**config.mk**
```make
export PLATFORM = sky130hd
export DESIGN_NAME = format_specifier_scanner_unit_flat
export DESIGN_NICKNAME = d
export VERILOG_FILES = /design/src/fss_pkg.sv /design/src/fss_char_if.sv /design/src/fss_res_if.sv /design/src/fss_step.sv /design/src/format_specifier_scanner_unit.sv /design/src/flat_wrapper.sv
export SDC_FILE = /design/constraint.sdc
export NUM_CORES = 1
export LEC_CHECK = 0
export BUFFER_PORTS_ARGS = -buffer_cell sky130_fd_sc_hd__buf_4
export CAP_MARGIN = 20
export CORE_MARGIN = 2
export CORE_UTILIZATION = 55
export DETAILED_ROUTE_END_ITERATION = 10
export MAX_ROUTING_LAYER = met4
export PLACE_DENSITY = 0.77
export SYNTH_ARGS = -nofsm -noshare
export SYNTH_HDL_FRONTEND = slang
export SYNTH_SLANG_ARGS = --single-unit
```
**constraint.sdc**
```tcl
create_clock -name i_clk -period 7.3 [get_ports i_clk]
set_input_delay 0.365 -clock i_clk [delete_from_list [all_inputs] [get_ports i_clk]]
set_output_delay 0.365 -clock i_clk [all_outputs]
set_load 0.01 [all_outputs]
```
**src/fss_pkg.sv**
```systemverilog
// Shared types, constants and character decode for the format specifier scanner.
`timescale 1ns / 1ps
package fss_pkg;

    localparam int MAX_MESSAGE_LENGTH = 4096;
    localparam int POS_W              = $clog2(MAX_MESSAGE_LENGTH + 1);
    localparam int START_W            = $clog2(MAX_MESSAGE_LENGTH);
    localparam int CHAR_W             = 16;
    localparam int START_FIELD_W      = 12;
    localparam int END_FIELD_W        = 13;

    localparam logic [CHAR_W-1:0] CH_PCT   = 16'h0025;
    localparam logic [CHAR_W-1:0] CH_PLUS  = 16'h002B;
    localparam logic [CHAR_W-1:0] CH_MINUS = 16'h002D;
    localparam logic [CHAR_W-1:0] CH_DOT   = 16'h002E;
    localparam logic [CHAR_W-1:0] CH_0     = 16'h0030;
    localparam logic [CHAR_W-1:0] CH_9     = 16'h0039;
    localparam logic [CHAR_W-1:0] CH_UP_A  = 16'h0041;
    localparam logic [CHAR_W-1:0] CH_UP_Z  = 16'h005A;
    localparam logic [CHAR_W-1:0] CH_CASE  = 16'h0020;
    localparam logic [CHAR_W-1:0] CH_D     = 16'h0064;
    localparam logic [CHAR_W-1:0] CH_F     = 16'h0066;
    localparam logic [CHAR_W-1:0] CH_S     = 16'h0073;
    localparam logic [CHAR_W-1:0] CH_C     = 16'h0063;
    localparam logic [CHAR_W-1:0] CH_P     = 16'h0070;
    localparam logic [CHAR_W-1:0] CH_V     = 16'h0076;
    localparam logic [CHAR_W-1:0] CH_L     = 16'h006C;

    typedef enum logic [2:0] {
        PH_IDLE,
        PH_OPEN,
        PH_SIGN,
        PH_WIDTH,
        PH_PREC
    } t_phase;

    typedef enum logic [2:0] {
        KIND_PCT,
        KIND_D,
        KIND_F,
        KIND_S,
        KIND_C,
        KIND_P,
        KIND_V,
        KIND_L
    } t_kind;

    typedef struct packed {
        logic  hit;
        t_kind kind;
    } t_kind_dec;

    typedef struct packed {
        t_phase next_phase;
        logic   found;
        t_kind  kind;
        logic   needs;
    } t_step;

    function automatic t_kind_dec kind_of(input logic [CHAR_W-1:0] c);
        logic [CHAR_W-1:0] lc;
        t_kind_dec         r;
        lc     = (c >= CH_UP_A && c <= CH_UP_Z) ? c + CH_CASE : c;
        r.hit  = 1'b1;
        r.kind = KIND_PCT;
        case (lc)
            CH_PCT:  r.kind = KIND_PCT;
            CH_D:    r.kind = KIND_D;
            CH_F:    r.kind = KIND_F;
            CH_S:    r.kind = KIND_S;
            CH_C:    r.kind = KIND_C;
            CH_P:    r.kind = KIND_P;
            CH_V:    r.kind = KIND_V;
            CH_L:    r.kind = KIND_L;
            default: r.hit  = 1'b0;
        endcase
        return r;
    endfunction

endpackage

```
**src/fss_char_if.sv**
```systemverilog
// Channel interface carrying one message character per beat.
`timescale 1ns / 1ps
interface fss_char_if;
    import fss_pkg::*;
    logic              valid;
    logic              ready;
    logic [CHAR_W-1:0] char_code;
    logic              last_in_message;

    modport source (output valid, output char_code, output last_in_message, input ready);
    modport sink   (input valid, input char_code, input last_in_message, output ready);
endinterface

```
**src/fss_res_if.sv**
```systemverilog
// Channel interface carrying one scan result per beat.
`timescale 1ns / 1ps
interface fss_res_if;
    import fss_pkg::*;
    logic                     valid;
    logic                     ready;
    logic                     format_found;
    logic [2:0]               format_kind;
    logic [START_FIELD_W-1:0] start_position;
    logic [END_FIELD_W-1:0]   end_position;
    logic                     needs_formatter;
    logic                     message_end;

    modport source (output valid, output format_found, output format_kind,
                    output start_position, output end_position,
                    output needs_formatter, output message_end, input ready);
    modport sink   (input valid, input format_found, input format_kind,
                    input start_position, input end_position,
                    input needs_formatter, input message_end, output ready);
endinterface

```
**src/fss_step.sv**
```systemverilog
// Per-character specifier state machine: next phase and completion decode.
`timescale 1ns / 1ps
module fss_step
    import fss_pkg::*;
(
    input  t_phase            i_phase,
    input  logic [CHAR_W-1:0] i_char_code,
    input  logic              i_keep,
    output t_step             o_step
);
    t_kind_dec w_kd;
    logic      w_digit;
    t_phase    n_phase;

    assign w_kd    = kind_of(i_char_code);
    assign w_digit = (i_char_code >= CH_0) && (i_char_code <= CH_9);

    // next phase
    always_comb begin
        n_phase = PH_IDLE;
        case (i_phase)
            PH_IDLE: begin
                n_phase = (i_char_code == CH_PCT) ? PH_OPEN : PH_IDLE;
            end
            PH_OPEN: begin
                if (w_kd.hit) begin
                    n_phase = PH_IDLE;
                end else if (i_char_code == CH_PLUS || i_char_code == CH_MINUS) begin
                    n_phase = PH_SIGN;
                end else if (w_digit) begin
                    n_phase = PH_WIDTH;
                end
            end
            PH_SIGN: begin
                n_phase = (!w_kd.hit && w_digit) ? PH_WIDTH : PH_IDLE;
            end
            PH_WIDTH: begin
                if (w_kd.hit) begin
                    n_phase = PH_IDLE;
                end else if (i_char_code == CH_DOT) begin
                    n_phase = PH_PREC;
                end else if (w_digit) begin
                    n_phase = PH_WIDTH;
                end
            end
            PH_PREC: begin
                n_phase = (!w_kd.hit && w_digit) ? PH_PREC : PH_IDLE;
            end
            default: n_phase = PH_IDLE;
        endcase
    end

    // completion outputs
    always_comb begin
        o_step.next_phase = n_phase;
        o_step.kind       = w_kd.kind;
        o_step.found      = (i_phase != PH_IDLE) && w_kd.hit &&
                            (i_keep || (w_kd.kind != KIND_PCT && w_kd.kind != KIND_P));
        o_step.needs      = (i_phase != PH_OPEN) || (w_kd.kind == KIND_D) ||
                            (w_kd.kind == KIND_F);
    end
endmodule

```
**src/format_specifier_scanner_unit.sv**
```systemverilog
// Top level of the percent-format specifier scanner.
// Usage:
//   i_char carries one message character per beat with last_in_message
//   marking the final character. o_res carries a beat when a kept specifier
//   completes (format_found with kind, start, exclusive end, needs_formatter)
//   or when the character closed its message (message_end); other
//   characters give no beat. Unfound fields read zero.
//   i_cfg_wr_en / i_cfg_wr_data write keep_parameterless; write it only
//   while the block is idle.
// Flow:
//   One character per cycle sustained while o_res takes its beats. A character
//   is taken into the input register when accepted; one pass of decode and
//   state update then loads the result register, which offers the result beat.
// Reset (synchronous, active low): scan idle, position zero,
//   keep_parameterless set, both register stages empty.
// Stall: when o_res is held off the result register keeps its beat, the
//   input register still fills once, then i_char.ready drops.
`timescale 1ns / 1ps
module format_specifier_scanner_unit
    import fss_pkg::*;
(
    input  logic   i_clk,
    input  logic   i_rst_n,
    input  logic   i_cfg_wr_en,
    input  logic   i_cfg_wr_data,
    fss_char_if.sink   i_char,
    fss_res_if.source  o_res
);
    logic              r_keep;
    logic              r_in_valid;
    logic [CHAR_W-1:0] r_char;
    logic              r_last;
    t_phase            r_phase;
    logic [POS_W-1:0]  r_pos;
    logic [START_W-1:0] r_start;
    logic              r_out_valid;
    logic              r_found;
    t_kind             r_kind;
    logic [START_FIELD_W-1:0] r_spos;
    logic [END_FIELD_W-1:0]   r_epos;
    logic              r_needs;
    logic              r_mend;

    t_step             w_step;
    logic              w_adv;
    logic              w_emit;
    logic [POS_W-1:0]  n_pos;
    logic [START_W-1:0] n_start;
    t_phase            n_phase;
    logic [POS_W-1:0]  w_epos;

    fss_step u_step (
        .i_phase     (r_phase),
        .i_char_code (r_char),
        .i_keep      (r_keep),
        .o_step      (w_step)
    );

    assign w_adv        = !r_out_valid || o_res.ready;
    assign i_char.ready = !r_in_valid || w_adv;
    assign w_emit       = r_in_valid && (w_step.found || r_last);

    assign w_epos = (r_pos == POS_W'(MAX_MESSAGE_LENGTH)) ? r_pos : r_pos + 1'b1;

    always_comb begin
        n_phase = r_last ? PH_IDLE : w_step.next_phase;
        n_pos   = (r_pos < POS_W'(MAX_MESSAGE_LENGTH)) ? r_pos + 1'b1 : r_pos;
        n_start = r_start;
        if (r_phase == PH_IDLE && r_char == CH_PCT) begin
            n_start = (r_pos < POS_W'(MAX_MESSAGE_LENGTH)) ? r_pos[START_W-1:0]
                                                          : START_W'(MAX_MESSAGE_LENGTH - 1);
        end
        if (r_last) begin
            n_pos   = '0;
            n_start = '0;
        end
    end

    always_ff @(posedge i_clk) begin
        if (!i_rst_n) begin
            r_keep      <= 1'b1;
            r_in_valid  <= 1'b0;
            r_out_valid <= 1'b0;
            r_phase     <= PH_IDLE;
            r_pos       <= '0;
            r_start     <= '0;
        end else begin
            if (i_cfg_wr_en) begin
                r_keep <= i_cfg_wr_data;
            end
            if (i_char.ready) begin
                r_in_valid <= i_char.valid;
            end
            if (w_adv) begin
                r_out_valid <= w_emit;
                if (r_in_valid) begin
                    r_phase <= n_phase;
                    r_pos   <= n_pos;
                    r_start <= n_start;
                end
            end
        end
    end

    always_ff @(posedge i_clk) begin
        if (i_char.valid && i_char.ready) begin
            r_char <= i_char.char_code;
            r_last <= i_char.last_in_message;
        end
        if (w_adv && w_emit) begin
            r_found <= w_step.found;
            r_kind  <= w_step.found ? w_step.kind : KIND_PCT;
            r_spos  <= w_step.found ? START_FIELD_W'(r_start) : '0;
            r_epos  <= w_step.found ? END_FIELD_W'(w_epos) : '0;
            r_needs <= w_step.found && w_step.needs;
            r_mend  <= r_last;
        end
    end

    assign o_res.valid           = r_out_valid;
    assign o_res.format_found    = r_found;
    assign o_res.format_kind     = r_kind;
    assign o_res.start_position  = r_spos;
    assign o_res.end_position    = r_epos;
    assign o_res.needs_formatter = r_needs;
    assign o_res.message_end     = r_mend;
endmodule

```
**src/flat_wrapper.sv**
```systemverilog
// flat-port wrapper written by rule: the top's interface ports become plain ports
module format_specifier_scanner_unit_flat import fss_pkg::*;
  (i_clk, i_rst_n, i_cfg_wr_en, i_cfg_wr_data, i_char_valid, i_char_char_code, i_char_last_in_message, i_char_ready, o_res_valid, o_res_format_found, o_res_format_kind, o_res_start_position, o_res_end_position, o_res_needs_formatter, o_res_message_end, o_res_ready);
  fss_char_if i_char_i ();
  fss_res_if o_res_i ();
  input  logic i_clk;
  input  logic i_rst_n;
  input  logic i_cfg_wr_en;
  input  logic i_cfg_wr_data;
  input wire logic [$bits(i_char_i.valid)-1:0] i_char_valid;
  input wire logic [$bits(i_char_i.char_code)-1:0] i_char_char_code;
  input wire logic [$bits(i_char_i.last_in_message)-1:0] i_char_last_in_message;
  output wire logic [$bits(i_char_i.ready)-1:0] i_char_ready;
  output wire logic [$bits(o_res_i.valid)-1:0] o_res_valid;
  output wire logic [$bits(o_res_i.format_found)-1:0] o_res_format_found;
  output wire logic [$bits(o_res_i.format_kind)-1:0] o_res_format_kind;
  output wire logic [$bits(o_res_i.start_position)-1:0] o_res_start_position;
  output wire logic [$bits(o_res_i.end_position)-1:0] o_res_end_position;
  output wire logic [$bits(o_res_i.needs_formatter)-1:0] o_res_needs_formatter;
  output wire logic [$bits(o_res_i.message_end)-1:0] o_res_message_end;
  input wire logic [$bits(o_res_i.ready)-1:0] o_res_ready;
  assign i_char_i.valid = i_char_valid;
  assign i_char_i.char_code = i_char_char_code;
  assign i_char_i.last_in_message = i_char_last_in_message;
  assign i_char_ready = i_char_i.ready;
  assign o_res_valid = o_res_i.valid;
  assign o_res_format_found = o_res_i.format_found;
  assign o_res_format_kind = o_res_i.format_kind;
  assign o_res_start_position = o_res_i.start_position;
  assign o_res_end_position = o_res_i.end_position;
  assign o_res_needs_formatter = o_res_i.needs_formatter;
  assign o_res_message_end = o_res_i.message_end;
  assign o_res_i.ready = o_res_ready;
  format_specifier_scanner_unit u_core (.i_clk(i_clk), .i_rst_n(i_rst_n), .i_cfg_wr_en(i_cfg_wr_en), .i_cfg_wr_data(i_cfg_wr_data), .i_char(i_char_i), .o_res(o_res_i));
endmodule
```
==> flow_summary.yaml <==
global_routing:
  track_usage_pct: 22.38
  grt_max_degree: 32
  grt-busiest-layer: "met2"
  grt_util_met2_pct: 33.45
  grt_pass1_wl_mm: 12.54
  use_met3_pct: 3.981
  antenna_found_initial: 0
  grt-ovfl-total: 0
  use_met1_pct: 29.33
  grt_pass1_vias: 2667
placement:
  gp_congestion: 0.8623
  dp_hpwl_mm: 5.268
  place_worst_setup_slack_ns: 3.597
  portBuffers: 55
floorplanning:
  die_area_um2: 7606
  ios: 56
  die-width_um: 87.22
  fp.dieH_um: 87.22
  start_util_pct: 56.37
  core-area_um2: 6756
  fp-row-count: 30
sta:
  fin_crit_sh_pct: 50.80
  worst_slew_pin_slew_ns: 0.7061
  final.setup.tns_ns: 0
  slew_violations: 0
  finalHoldViolations: 0
  fin_skew_ns: 0.007870
  setup_ws_ns: 3.592
  min_period_ns: 3.708
  rsz0062_at_grt: "false"
  whs_ns: 0.1765
  relSlewSlack_pct: 52.92
  fmax_mhz: 269.7
  setup_viol: 0
clock_network:
  clk_latency_ns: 0.36
  clock_sinks: 79
  cts_setup_buffers: 0
  clockRootBuffer: "clkbuf_8"
  cts.clk_slew.worst_paths_ns: 0.08
  hold_buffers: 0
  cts_buffer_depth: 2
  cts_tree: "yes"
  cts_made_buffers: 9
  htree_levels: 3
  ctsResizeCount: 0
synthesis:
  syn_nets: 393
  syn_avg_cell_area_um2: 10.41
  yosys_warnings: 0
  synth-adder-area-share_pct: 1.314
  synthArstFlopShare_pct: 0
  yosys_most_used_dff: "edfxtp_1"
  muxShareOfSynthArea_pct: 3.942
  synth_top_family_by_area: "simple AND/OR/NAND/NOR gates"
  synth-compound-area-share_pct: 10.64
  synth_cells: 366
  synth_cell_types: 59
  ys_ff_latch: 79
  synth-seq-area-share_pct: 54.14
  synth-simple-area-share_pct: 22.08
  synth_enable_flop_cells: 48
  synth_xor_area_share_pct: 3.449
  netlist_area_um2: 3809
finish:
  diodes: 0
  area_delta_synth_final_pct: 16.79
  nNetsFinal: 437
  drive_above_1_share_pct: 21.93
route:
  postRouteAntennaNets: 0
  num_vias: 2817
  routed_via_density: 5.691
  drt-wirelength-per-cell_um: 15.41
  drc: 0
  drt_pass1_iterations: 4
  wl_mm: 7.626
  drt_iter0_markers: 215
critical_path:
  crit_path_start_kind: "flip-flop"
  cp-end-kind: "flip-flop"
  worst_ep_arrival_time_ns: 3.78
  cpMaxStageDelayCell: "a2111o_1"
  rrSetupSlack_ns: 3.59
  critical_path.cell_chain: "or4_1 -> o22ai_1 -> nor3_2 -> o211ai_2 -> a2111o_1 -> clkinv_2 -> o21a_1 -> buf_4"
  cp.required_ns: 7.38
  critPathMaxFanout: 31
  max_stage_delay_ns: 0.65
  path_class: "reg -> reg"
pwr:
  cellPowerDensity_nw_per_um2: 201.9
  ir_drop_v: 0.0001270
  p_leak_nw: 1.715
hold_path:
  worst_hold_path_type: "in -> reg"
run_status:
  status: "finished, final reports clean"
job:
  drv_cap: 0
==> worst max-delay path: cells and delay by family, from the launching register on <==
kind / cells / cell delay [ns]
AOI/OAI and AO/OA: 4 / 1.53
buffers and inverters: 2 / 0.58
and+or+nand+nor: 2 / 0.70
DFF: 1 / 0.59
==> cell families after synthesis <==
group	after synthesis
simple gates	156
fa+ha+maj	4
xor+xnor	15
compound gates	60
mux	15
buf+inv	37
flops	79
==> worst paths after layout <==
| path | startpoint | to | depth (start not counted) |
|---|---|---|---|
| hold reg to reg | u_core.r_start[0] | u_core.r_start[0] | 2 |
| hold / removal | i_char_char_code[13] | u_core.r_char[13] | 1 |
| setup / recovery | u_core.r_char[1] | u_core.o_res.message_end | 8 |
| setup reg to reg | u_core.r_char[1] | u_core.o_res.message_end | 8 |
==> report_power, final <==
| group | internal (W) | leakage [nW] | total, W | switching [W] |
|---|---|---|---|---|
| clock | 0.000183 | 0.107 | 0.000352 | 0.000169 |
| sequential | 0.000481 | 0.728 | 0.000493 | 0.0000115 |
| combinational | 0.0000252 | 0.881 | 0.0000528 | 0.0000276 |
| total | 0.000690 | 1.72 | 0.000898 | 0.000208 |
==> metal layers <==
layer | up-vias | part of all wire, %
met2 | 83 | 47
met3 | 21 | 5.4
met1 | 1315 | 45
met5 | - | 0
li1 | 1398 | -
met4 | 0 | 2.3
==> synth_stat cells, drive strengths merged, types with 2 or more instances <==
master	n	area share [%]
o22ai	2	0.33
or4	3	0.79
and2	13	2.1
nand2	15	1.5
o211ai	3	0.72
nor2b	4	0.66
nor3b	3	0.72
clkbuf	16	1.6
xnor2	9	2.1
a21oi	22	2.9
xor2	6	1.4
nor4	3	0.49
o21ai	12	1.6
or2	3	0.56
nor2	57	5.6
a32oi	3	0.69
nand3	4	0.53
a21o	5	0.99
mux2i	15	3.9
nor4bb	2	0.53
nand3b	7	1.4
buf	10	1.7
or3	2	0.33
ha	4	1.3
and3	6	0.99
dfxtp	31	16
nand4	5	0.82
nand2b	2	0.33
nor3	21	3.3
edfxtp	48	38
inv	10	0.99
nor4b	2	0.46
a211oi	2	0.39
==> cell usage in the layout, fill, tap and decap left out, types with 2 or more instances in the layout <==
cell type / n
o211ai_1: 2
ha_1: 4
nand2_1: 15
nor2_1: 57
inv_6: 2
nor4_1: 3
xor2_1: 6
or4_4: 2
and3_1: 6
nand3b_1: 7
nor3_2: 4
dfxtp_1: 31
mux2i_1: 15
nand2b_1: 2
nor4bb_1: 2
o22ai_1: 2
or2_2: 2
clkbuf_8: 9
nand3_1: 4
nor3_1: 17
xnor2_1: 9
nor3b_1: 2
nor2b_1: 4
or3_1: 2
a21oi_1: 22
a21o_1: 5
nand4_1: 5
a211oi_1: 2
inv_1: 9
and2_1: 13
edfxtp_1: 48
clkinvlp_4: 2
buf_4: 59
o21ai_0: 11
nor4b_1: 2
a32oi_1: 3
==> state kept, by name, indices dropped and copies added (netlist names) <==
name and flops:
u_core.r_char 16, u_core.r_start 12, u_core.o_res.format_kind 3, u_core.r_keep 1
u_core.r_in_valid 1, u_core.r_pos 13, u_core.o_res.needs_formatter 1, u_core.o_res.end_position 13
u_core.o_res.message_end 1, u_core.r_last 1, u_core.o_res.start_position 12, u_core.r_phase 3
u_core.o_res.format_found 1, u_core.o_res.valid 1
==> metrics by stage <==
stage                     cell area [um^2]  std cells  util (%)  power [W]
after detailed placement              4225        479     62.54  0.0005556
after CTS                             4448        495     65.83  0.0009045
after global routing                  4448        495     65.83  0.0009262
after floorplan                       3809        366         -  0.0005319
final                                 4448        495     65.83  0.0008980
after global placement                4225        479     62.54  0.0005535
==> cell type report <==
type	count	area [um^2]
Inverter	11	42.54
Sequential cell	79	2062
Fill cell	546	2308
Timing Repair Buffer	59	442.9
Multi-Input combinational cell	250	1578
Clock buffer	10	148.9
Clock inverter	6	73.82
Tap cell	80	100.1
Power figures use the tool's default switching activity.
